$ cat src/rtl/dtoa_pkg.sv
// Package for the date-time offset adder: constants, stage records and the month length table.
package dtoa_pkg;

    // Calendar and clock constants
    localparam int unsigned OffFracBits   = 3;
    localparam int unsigned MinuteWrap    = 6;
    localparam int unsigned HoursPerDay   = 24;
    localparam int unsigned MonthsPerYear = 12;

    // Payload widths
    localparam int unsigned InDataW  = 40;
    localparam int unsigned OutDataW = 24;

    // Stage 1: minutes settled, raw hour sum, calendar month normalised
    typedef struct packed {
        logic [2:0]        mins;
        logic signed [10:0] hsum;
        logic              hr0_lt24;
        logic [4:0]        day0;
        logic [3:0]        month;
        logic [6:0]        year;
    } s1_t;

    // Stage 2: hour reduced, day moved by whole days
    typedef struct packed {
        logic [2:0]        mins;
        logic [4:0]        hour;
        logic signed [6:0] day;
        logic              hr0_lt24;
        logic              day0_pos;
        logic [3:0]        month;
        logic [6:0]        year;
    } s2_t;

    // Stage 3: final result
    typedef struct packed {
        logic [2:0] mins;
        logic [4:0] hour;
        logic [4:0] day;
        logic [3:0] month;
        logic [6:0] year;
    } s3_t;

    // Days in a month; month zero and unknown codes count as 31 days
    function automatic logic [4:0] month_length(input logic [3:0] month, input logic [6:0] year);
        logic [4:0] len;
        case (month)
            4'd2:                      len = (year[1:0] == 2'b00) ? 5'd29 : 5'd28;
            4'd4, 4'd6, 4'd9, 4'd11:   len = 5'd30;
            default:                   len = 5'd31;
        endcase
        return len;
    endfunction

endpackage

$ cat src/rtl/date_time_offset_adder_top.sv
// Top level of the date-time offset adder: three-stage pipeline behind a stream interface.
//
//  channel | dir | handshake          | payload
//  --------+-----+--------------------+-------------------------------------------------
//  s       | in  | s_tvalid/s_tready  | s_tdata: minute_tens, hour, day_of_month,
//          |     |                    |          month_number, year_offset, time_offset
//  m       | out | m_tvalid/m_tready  | m_tdata: new_minute_tens, new_hour, new_day,
//          |     |                    |          new_month, new_year
//
// A request is taken every cycle unless a stall at m backs up into stage 1.
// Stage 1 splits the offset and settles minutes, stage 2 reduces hours by a reciprocal
// multiply by 1/24, stage 3 applies midnight and the single day carry or borrow.
// Reset clears the stage valid bits only. A stall at m holds stage 3 and the full stages
// in line behind it; empty ones fill, so bubbles are squeezed out while a result waits.
module date_time_offset_adder_top
(
    input  logic        clk,
    input  logic        rst_n,
    input  logic        s_tvalid,
    output logic        s_tready,
    // [2:0] minute_tens, [7:3] hour, [12:8] day_of_month, [16:13] month_number,
    // [23:17] year_offset, [36:24] time_offset, [39:37] zero
    input  logic [dtoa_pkg::InDataW-1:0]  s_tdata,
    output logic        m_tvalid,
    input  logic        m_tready,
    // [2:0] new_minute_tens, [7:3] new_hour, [12:8] new_day, [16:13] new_month,
    // [23:17] new_year
    output logic [dtoa_pkg::OutDataW-1:0] m_tdata
);

    logic v1_reg, v2_reg, v3_reg;
    logic en1, en2, en3;
    dtoa_pkg::s1_t s1_reg, s1_next;
    dtoa_pkg::s2_t s2_reg, s2_next;
    dtoa_pkg::s3_t s3_reg, s3_next;

    // Stage enables: a stage loads when empty or when its content moves on
    assign en3      = !v3_reg || m_tready;
    assign en2      = !v2_reg || en3;
    assign en1      = !v1_reg || en2;
    assign s_tready = en1;

    // Stage 1: split the offset, settle minutes, normalise month above twelve
    logic [2:0]         in_mins;
    logic [4:0]         in_hour;
    logic [4:0]         in_day;
    logic [3:0]         in_month;
    logic [6:0]         in_year;
    logic signed [12:0] in_off;
    logic signed [12:0] off_q;
    logic signed [12:0] off_r;
    logic signed [4:0]  mins_sum;
    logic signed [10:0] h_sum;

    always_comb
    begin
        in_mins  = s_tdata[2:0];
        in_hour  = s_tdata[7:3];
        in_day   = s_tdata[12:8];
        in_month = s_tdata[16:13];
        in_year  = s_tdata[23:17];
        in_off   = $signed(s_tdata[36:24]);
        off_q    = in_off / 13'sd8;
        off_r    = in_off % 13'sd8;
        mins_sum = $signed({2'b00, in_mins}) + off_r[4:0];
        h_sum    = $signed({6'b0, in_hour}) + off_q[10:0];
        s1_next.mins = mins_sum[2:0];
        if (mins_sum >= $signed(5'(dtoa_pkg::MinuteWrap)))
        begin
            s1_next.mins = 3'(mins_sum - 5'(dtoa_pkg::MinuteWrap));
            h_sum        = h_sum + 11'sd1;
        end
        else if (mins_sum < 5'sd0)
        begin
            s1_next.mins = 3'(mins_sum + 5'(dtoa_pkg::MinuteWrap));
            h_sum        = h_sum - 11'sd1;
        end
        s1_next.hsum     = h_sum;
        s1_next.hr0_lt24 = (in_hour < 5'(dtoa_pkg::HoursPerDay));
        s1_next.day0     = in_day;
        s1_next.month    = in_month;
        s1_next.year     = in_year;
        if (in_month > 4'(dtoa_pkg::MonthsPerYear))
        begin
            s1_next.month = 4'd1;
            s1_next.year  = in_year + 7'd1;
        end
    end

    // Stage 2: reduce hours into range, moving the day by whole days
    logic [9:0]  red_x;
    logic [6:0]  red_y;
    logic [14:0] k_prod;
    logic [4:0]  k_days;
    logic [9:0]  k_hours;
    logic signed [10:0] h_red;
    logic        h_above, h_below;

    always_comb
    begin
        h_above = (s1_reg.hsum > 11'sd24);
        h_below = (s1_reg.hsum < 11'sd0);
        if (h_above)
            red_x = 10'(s1_reg.hsum - 11'sd1);
        else
            red_x = 10'(11'sd23 - s1_reg.hsum);
        // floor(x/24) = floor(floor(x/8)/3), divide by 3 as multiply by 171/512
        red_y   = red_x[9:3];
        k_prod  = 15'(red_y) * 15'd171;
        k_days  = (h_above || h_below) ? k_prod[13:9] : 5'd0;
        k_hours = {1'b0, k_days, 4'b0} + {2'b0, k_days, 3'b0};
        if (h_below)
        begin
            h_red       = s1_reg.hsum + $signed({1'b0, k_hours});
            s2_next.day = $signed({2'b00, s1_reg.day0}) - $signed({2'b00, k_days});
        end
        else
        begin
            h_red       = s1_reg.hsum - $signed({1'b0, k_hours});
            s2_next.day = $signed({2'b00, s1_reg.day0}) + $signed({2'b00, k_days});
        end
        s2_next.hour     = h_red[4:0];
        s2_next.mins     = s1_reg.mins;
        s2_next.hr0_lt24 = s1_reg.hr0_lt24;
        s2_next.day0_pos = (s1_reg.day0 != 5'd0);
        s2_next.month    = s1_reg.month;
        s2_next.year     = s1_reg.year;
    end

    // Stage 3: midnight, then one day carry or borrow into month and year
    logic signed [6:0] d_mid;
    logic signed [6:0] d_fin;
    logic [4:0]        dim;
    logic [3:0]        m_fin;
    logic [6:0]        y_fin;

    always_comb
    begin
        d_mid        = s2_reg.day;
        s3_next.hour = s2_reg.hour;
        if (s2_reg.hour == 5'(dtoa_pkg::HoursPerDay))
        begin
            s3_next.hour = 5'd0;
            if (s2_reg.hr0_lt24)
                d_mid = s2_reg.day + 7'sd1;
        end
        dim   = dtoa_pkg::month_length(s2_reg.month, s2_reg.year);
        m_fin = s2_reg.month;
        y_fin = s2_reg.year;
        d_fin = d_mid;
        if (d_mid > $signed({2'b00, dim}))
        begin
            d_fin = d_mid - $signed({2'b00, dim});
            if (s2_reg.month >= 4'(dtoa_pkg::MonthsPerYear))
            begin
                m_fin = 4'd1;
                y_fin = s2_reg.year + 7'd1;
            end
            else
                m_fin = s2_reg.month + 4'd1;
        end
        else if (s2_reg.day0_pos && d_mid < 7'sd1)
        begin
            if (s2_reg.month <= 4'd1)
            begin
                m_fin = 4'(dtoa_pkg::MonthsPerYear);
                y_fin = s2_reg.year - 7'd1;
            end
            else
                m_fin = s2_reg.month - 4'd1;
            d_fin = d_mid + $signed({2'b00, dtoa_pkg::month_length(m_fin, y_fin)});
        end
        s3_next.mins  = s2_reg.mins;
        s3_next.day   = d_fin[4:0];
        s3_next.month = m_fin;
        s3_next.year  = y_fin;
    end

    // Advance valid bits
    always_ff @(posedge clk or negedge rst_n)
    begin
        if (!rst_n)
        begin
            v1_reg <= 1'b0;
            v2_reg <= 1'b0;
            v3_reg <= 1'b0;
        end
        else
        begin
            if (en1)
                v1_reg <= s_tvalid;
            if (en2)
                v2_reg <= v1_reg;
            if (en3)
                v3_reg <= v2_reg;
        end
    end

    // Advance payload; hold while stalled
    always_ff @(posedge clk)
    begin
        if (en1)
            s1_reg <= s1_next;
        if (en2)
            s2_reg <= s2_next;
        if (en3)
            s3_reg <= s3_next;
    end

    assign m_tvalid = v3_reg;
    assign m_tdata  = {s3_reg.year, s3_reg.month, s3_reg.day, s3_reg.hour, s3_reg.mins};

endmodule
$ cat config.mk
export PLATFORM = sky130hd
export DESIGN_NAME = date_time_offset_adder_top
export DESIGN_NICKNAME = d
export VERILOG_FILES = /design/src/rtl/dtoa_pkg.sv /design/src/rtl/date_time_offset_adder_top.sv
export SDC_FILE = /design/constraint.sdc
export NUM_CORES = 1
export LEC_CHECK = 0
export BUFFER_PORTS_ARGS = -buffer_cell sky130_fd_sc_hd__buf_2
export CORE_ASPECT_RATIO = 1.25
export CORE_MARGIN = 4
export CORE_UTILIZATION = 60
export DETAILED_ROUTE_END_ITERATION = 8
export PLACE_DENSITY = 0.81
export SLEW_MARGIN = 30
export SYNTH_ARGS = -nofsm -noshare
export SYNTH_HDL_FRONTEND = slang
export SYNTH_SLANG_ARGS = --single-unit
$ cat constraint.sdc
create_clock -name clk -period 12.7 [get_ports clk]
set_clock_uncertainty 0.1 [all_clocks]
set_input_delay 1.27 -clock clk [delete_from_list [all_inputs] [get_ports clk]]
set_output_delay 1.27 -clock clk [all_outputs]
set_load 0.02 [all_outputs]
Word-level counts from Yosys, hierarchy flattened
Cells that the tools add are included.

Flip-flop bits (word level): 86. Output and inout bits: 26. Logic and storage cells: 111.

$add $sub $neg: 22. Multiply operators: 1. Magnitude comparators: 10. Equal/unequal tests: 11. Muxes and demuxes: 31. Bitwise logic cells: 1. Reduce and logical (&&, ||, !) cells: 14.

Operator list (count): 2-to-1 mux 7 bit (10); 2-to-1 mux 5 bit (6); 2-to-1 mux 4 bit (6); 2-to-1 mux 11 bit (2); == test 4 x 3 -> 1 bit (second input constant) (4); == test 4 bit (second input constant) (4); adder 5 bit (3); adder 7 x 1 -> 7 bit (second input constant) (2); multiplier 7 x 8 -> 14 bit (second input constant) (1); adder 11 x 1 -> 11 bit (1); adder 11 x 2 -> 11 bit (second input constant) (1); adder 5 x 11 -> 11 bit (1); greater-than comparator 11 x 6 -> 1 bit (second input constant) (1); less-than comparator 11 x 1 -> 1 bit (second input constant) (1); subtractor 11 x 2 -> 11 bit (second input constant) (1); 2-to-1 mux 10 bit (1); subtractor 10 x 2 -> 10 bit (second input constant) (1); subtractor 6 x 10 -> 10 bit (first input constant) (1); == test 4 x 2 -> 1 bit (second input constant) (2); one-hot mux 2 bit (2 select lines) (2); OR reduction 4 bit (2); adder 7 x 2 -> 7 bit (second input constant) (1); greater-than comparator 7 x 6 -> 1 bit (1); less-than comparator 7 x 2 -> 1 bit (second input constant) (1); 26 further kinds (34).

Logic depth before layout (Yosys ltp)
Depth in word-level cells: 15. Depth in mapped cells: 28.

Worst setup path before layout
No wires, ideal clock.

Kind: reg-to-reg. Start: reg s1_reg[18] in the netlist's numbering. End: reg s2_reg[17] in the netlist's numbering, data pin. Arrival time: 5.876 ns. Required time: 12.338 ns. Setup slack: 6.462 ns. Stages on the path, launching flop included: 26. Path buffers: 0. Period minus slack after synthesis: 6.238 ns. Cell sequence: edfxtp_1 > or4_1 > a211oi_1 > nand2_1 > o22ai_1 > xor2_1 > ha_1 > inv_1 > fa_1 > fa_1 > fa_1 > inv_1 > ha_1 > a21oi_1 > o221a_2 > o21ai_0 > a41oi_1 > a21boi_0 > nor2_1 > nand2_1 > ha_1 > nor2b_1 > o21a_1 > o21ai_0 > o31ai_1 > xnor2_1.

RTL lines: from (decl) (line date_time_offset_adder_top.sv:33) `dtoa_pkg::s1_t s1_reg, s1_next;`; from (signal assigned) (line date_time_offset_adder_top.sv:203) `s1_reg <= s1_next;`; to (signal assigned) (line date_time_offset_adder_top.sv:205) `s2_reg <= s2_next;`; to (decl) (line date_time_offset_adder_top.sv:34) `dtoa_pkg::s2_t s2_reg, s2_next;`.

==> implementation parameters <==
Parameter                              Value

Status
  Status    finished with violations
  Violations in the final reports    DRC

Logic synthesis
  Commonest cells in the netlist    sky130_fd_sc_hd__edfxtp_1, sky130_fd_sc_hd__ha_1, sky130_fd_sc_hd__inv_1, sky130_fd_sc_hd__nand2_1, sky130_fd_sc_hd__xnor2_1
  Number of nets in the synthesized netlist    760
  Number of warning messages in the yosys log    0
  Synthesized netlist cell count    about 630
  Cell type contributing the most total cell area after synthesis    sky130_fd_sc_hd__edfxtp_1
  Post-synth top area share    between 30 and 40%
  Top FF cell, synth    sky130_fd_sc_hd__edfxtp_1
  Proportion of register bits with asynchronous set or reset after synthesis    3.49%
  Post-synthesis average cell area    about 11 um2
  Cell with the most instances after synthesis    sky130_fd_sc_hd__edfxtp_1
  Post-synthesis register bit count    86
  Portion of the post-synthesis area used by sequential elements    between 30% and 40%
  Ranking of synthesized cells by area    sky130_fd_sc_hd__edfxtp_1, sky130_fd_sc_hd__ha_1, sky130_fd_sc_hd__fa_1, sky130_fd_sc_hd__xnor2_1, sky130_fd_sc_hd__inv_1
  Post-synthesis cell area    ~0.0066 mm2
  Post-synthesis cell type count    between 70 and 80
  Number of enable-type register cells in the synthesized netlist    between 80 and 90

Die
  # IOs    70
  Chip Width    102 um
  Initial Utilization    62.1%
  Die ar.    between 0.01 and 0.015 mm2
  Vert. Die Dim    ~130 um
  Num rows    42
  Area of the core    about 0.011 mm2

Timing
  Highest attainable clock frequency    134 MHz
  Final Setup Violations    0
  Final sum of negative setup slack    0 ns
  Worst-margin pin slew    about 0.73 ns
  Final critical path time including I/O delays and setup    approximately 7.5 ns
  Final max-slew violation count    0
  Number of failing hold endpoints at the final stage    0
  Slew margin rel.    51.2%
  Final critical-path share of the clock period    approximately 60%
  Setup repair after global routing missed its margin    no

Place
  Number of buffers added on ports    66
  Half-perimeter wire length of the detailed placement result    around 11000 um
  Last weighted congestion value of the routability-driven placer    0.896

Critical path
  Type of element capturing the critical path    register
  Arrival time of data at the critical path endpoint    7.47 ns
  Crit path launch type    register
  CP Data Required Time    between 10 and 15 ns
  Setup CP Type    reg -> reg
  Max FO, Critical Path    21

Finish
  Layout-stage area growth over the synthesis result    11.0%
  NumNets Final    approximately 800
  Filler cells    around 760
  Number of inserted diodes    0
  Fraction of layout instances using a drive strength above 1    between 10% and 20%
  Max reg flops    31

Clock network
  Number of instances resized during post-cts repair    0
  Hold Buf Count CTS    0
  Clock-pin slew on the worst setup and hold paths    around 0.06 ns
  H-Tree Level Count    3
  Post-CTS Setup Inserts    0
  Skew-Pair Late Insertion Delay    0.34 ns
  CTS tree    built
  Root Buffer Master    sky130_fd_sc_hd__clkbuf_16
  CTS max path bufs    2
  Sink Count    86
  CTS buffer count    9

Global routing
  Initial antenna violation count    0
  Largest net degree at the start of global routing    33
  Vias in the first global route    ~5400
  Remaining global-route overflow    0
  Total Routing Usage GR    a little under a quarter
  Global-route wire length before repair    around 24000 um

Routing
  Detailed router's first-iteration violation count    328
  Drt via density    roughly 6.2
  Number of detailed-routing iterations run before antenna repair    7
  Sum of routed wire length over all layers    roughly 14000 um
  Post-route DRC violation count    1
  DRT antenna net count    0
  Total via count in the routed design    between 5000 and 6000
  Per-cell routed wire length    approximately 17 um

Job
  MaxCap Viol Count    0

Min path
  Type of the tightest min-delay check    reg -> reg
[kinds of logic after synthesis]
kind of cell	share of synthesized area [%]
compound gates	13.7
fa+ha+maj	18.4
simple gates	14.1
xor+xnor	7.14
flops	38.8
mux	3.17
buf+inv	4.67
[placed cells by master (no fill, tap or decap), types with 12 or more instances in the layout]
master / n
sky130_fd_sc_hd__edfxtp_1: 83
sky130_fd_sc_hd__fa_1: 16
sky130_fd_sc_hd__nand3_1: 16
sky130_fd_sc_hd__nor3_1: 15
sky130_fd_sc_hd__mux2i_1: 12
sky130_fd_sc_hd__buf_2: 66
sky130_fd_sc_hd__inv_1: 64
sky130_fd_sc_hd__xnor2_1: 32
sky130_fd_sc_hd__a21oi_1: 26
sky130_fd_sc_hd__xor2_1: 22
sky130_fd_sc_hd__nand2_1: 41
sky130_fd_sc_hd__ha_1: 72
sky130_fd_sc_hd__nor2_1: 30
sky130_fd_sc_hd__o21ai_0: 14
[area by class of cell]
class                           instances  area (um2)  area share [%]
Clock buffer                           12         246            3.35
Sequential cell                        86        2570            34.9
Inverter                               65         244            3.32
Timing Repair Buffer                   68         345            4.70
Clock inverter                          4        31.3           0.425
Tap cell                              132         165            2.25
Multi-Input combinational cell        461        3750            51.0
[through the flow]
stage | worst slack [ns] | std cells | hold WS [ns] | instance area [um2] | utilization (%)
after global placement | 5.59 | 812 | 0.301 | 7070 | 66.3
final | 5.21 | 828 | 0.317 | 7350 | 68.9
after floorplan | 6.46 | 628 | 0.300 | 6620 | -
after detailed placement | 5.37 | 812 | 0.305 | 7070 | 66.3
after CTS | 5.32 | 828 | 0.315 | 7350 | 68.9
after global routing | 4.81 | 828 | 0.325 | 7350 | 68.9
[worst max-delay path, stage by stage, from the launching register on]
cell	delay (ns)
sky130_fd_sc_hd__edfxtp_1	0.67
sky130_fd_sc_hd__or4_1	0.64
sky130_fd_sc_hd__a211oi_1	0.47
sky130_fd_sc_hd__nand2_1	0.14
sky130_fd_sc_hd__o22ai_1	0.23
sky130_fd_sc_hd__xor2_1	0.47
sky130_fd_sc_hd__ha_1	0.24
sky130_fd_sc_hd__inv_1	0.05
sky130_fd_sc_hd__fa_1	0.47
sky130_fd_sc_hd__fa_1	0.51
sky130_fd_sc_hd__fa_1	0.55
sky130_fd_sc_hd__inv_1	0.05
sky130_fd_sc_hd__ha_1	0.31
sky130_fd_sc_hd__a21oi_1	0.17
sky130_fd_sc_hd__o221a_2	0.24
sky130_fd_sc_hd__o21ai_0	0.10
sky130_fd_sc_hd__a41oi_1	0.24
sky130_fd_sc_hd__a21boi_0	0.20
sky130_fd_sc_hd__nor2_1	0.17
sky130_fd_sc_hd__nand2_1	0.07
sky130_fd_sc_hd__ha_1	0.35
sky130_fd_sc_hd__nor2b_1	0.16
sky130_fd_sc_hd__o21a_1	0.17
sky130_fd_sc_hd__o21ai_0	0.19
sky130_fd_sc_hd__o31ai_1	0.15
sky130_fd_sc_hd__xnor2_1	0.16
[worst paths after layout]
check	start	end	slack (ns)	depth (start not counted)
setup / recovery	s1_reg[27]	s2_reg[17]	5.21	25
hold / removal	s1_reg[9]	s2_reg[9]	0.32	0
setup reg to reg	s1_reg[27]	s2_reg[17]	5.21	25
hold reg to reg	s1_reg[9]	s2_reg[9]	0.32	0
max in group asynchronous	rst_n	m_tvalid	11.78	1
min in group asynchronous	rst_n	v1_reg	0.61	1
[layer usage]
metal,part of all wire [%],vias up,track usage (%)
li1,-,2434,-
met3,4.4,59,2.95
met4,4.7,0,13.8
met1,35,2417,23.6
met2,55,197,43.4
met5,0,-,0
Power is left out: the tool's default activity adds up to more than one toggle a clock period on the data nets, which glitch-free logic cannot reach.
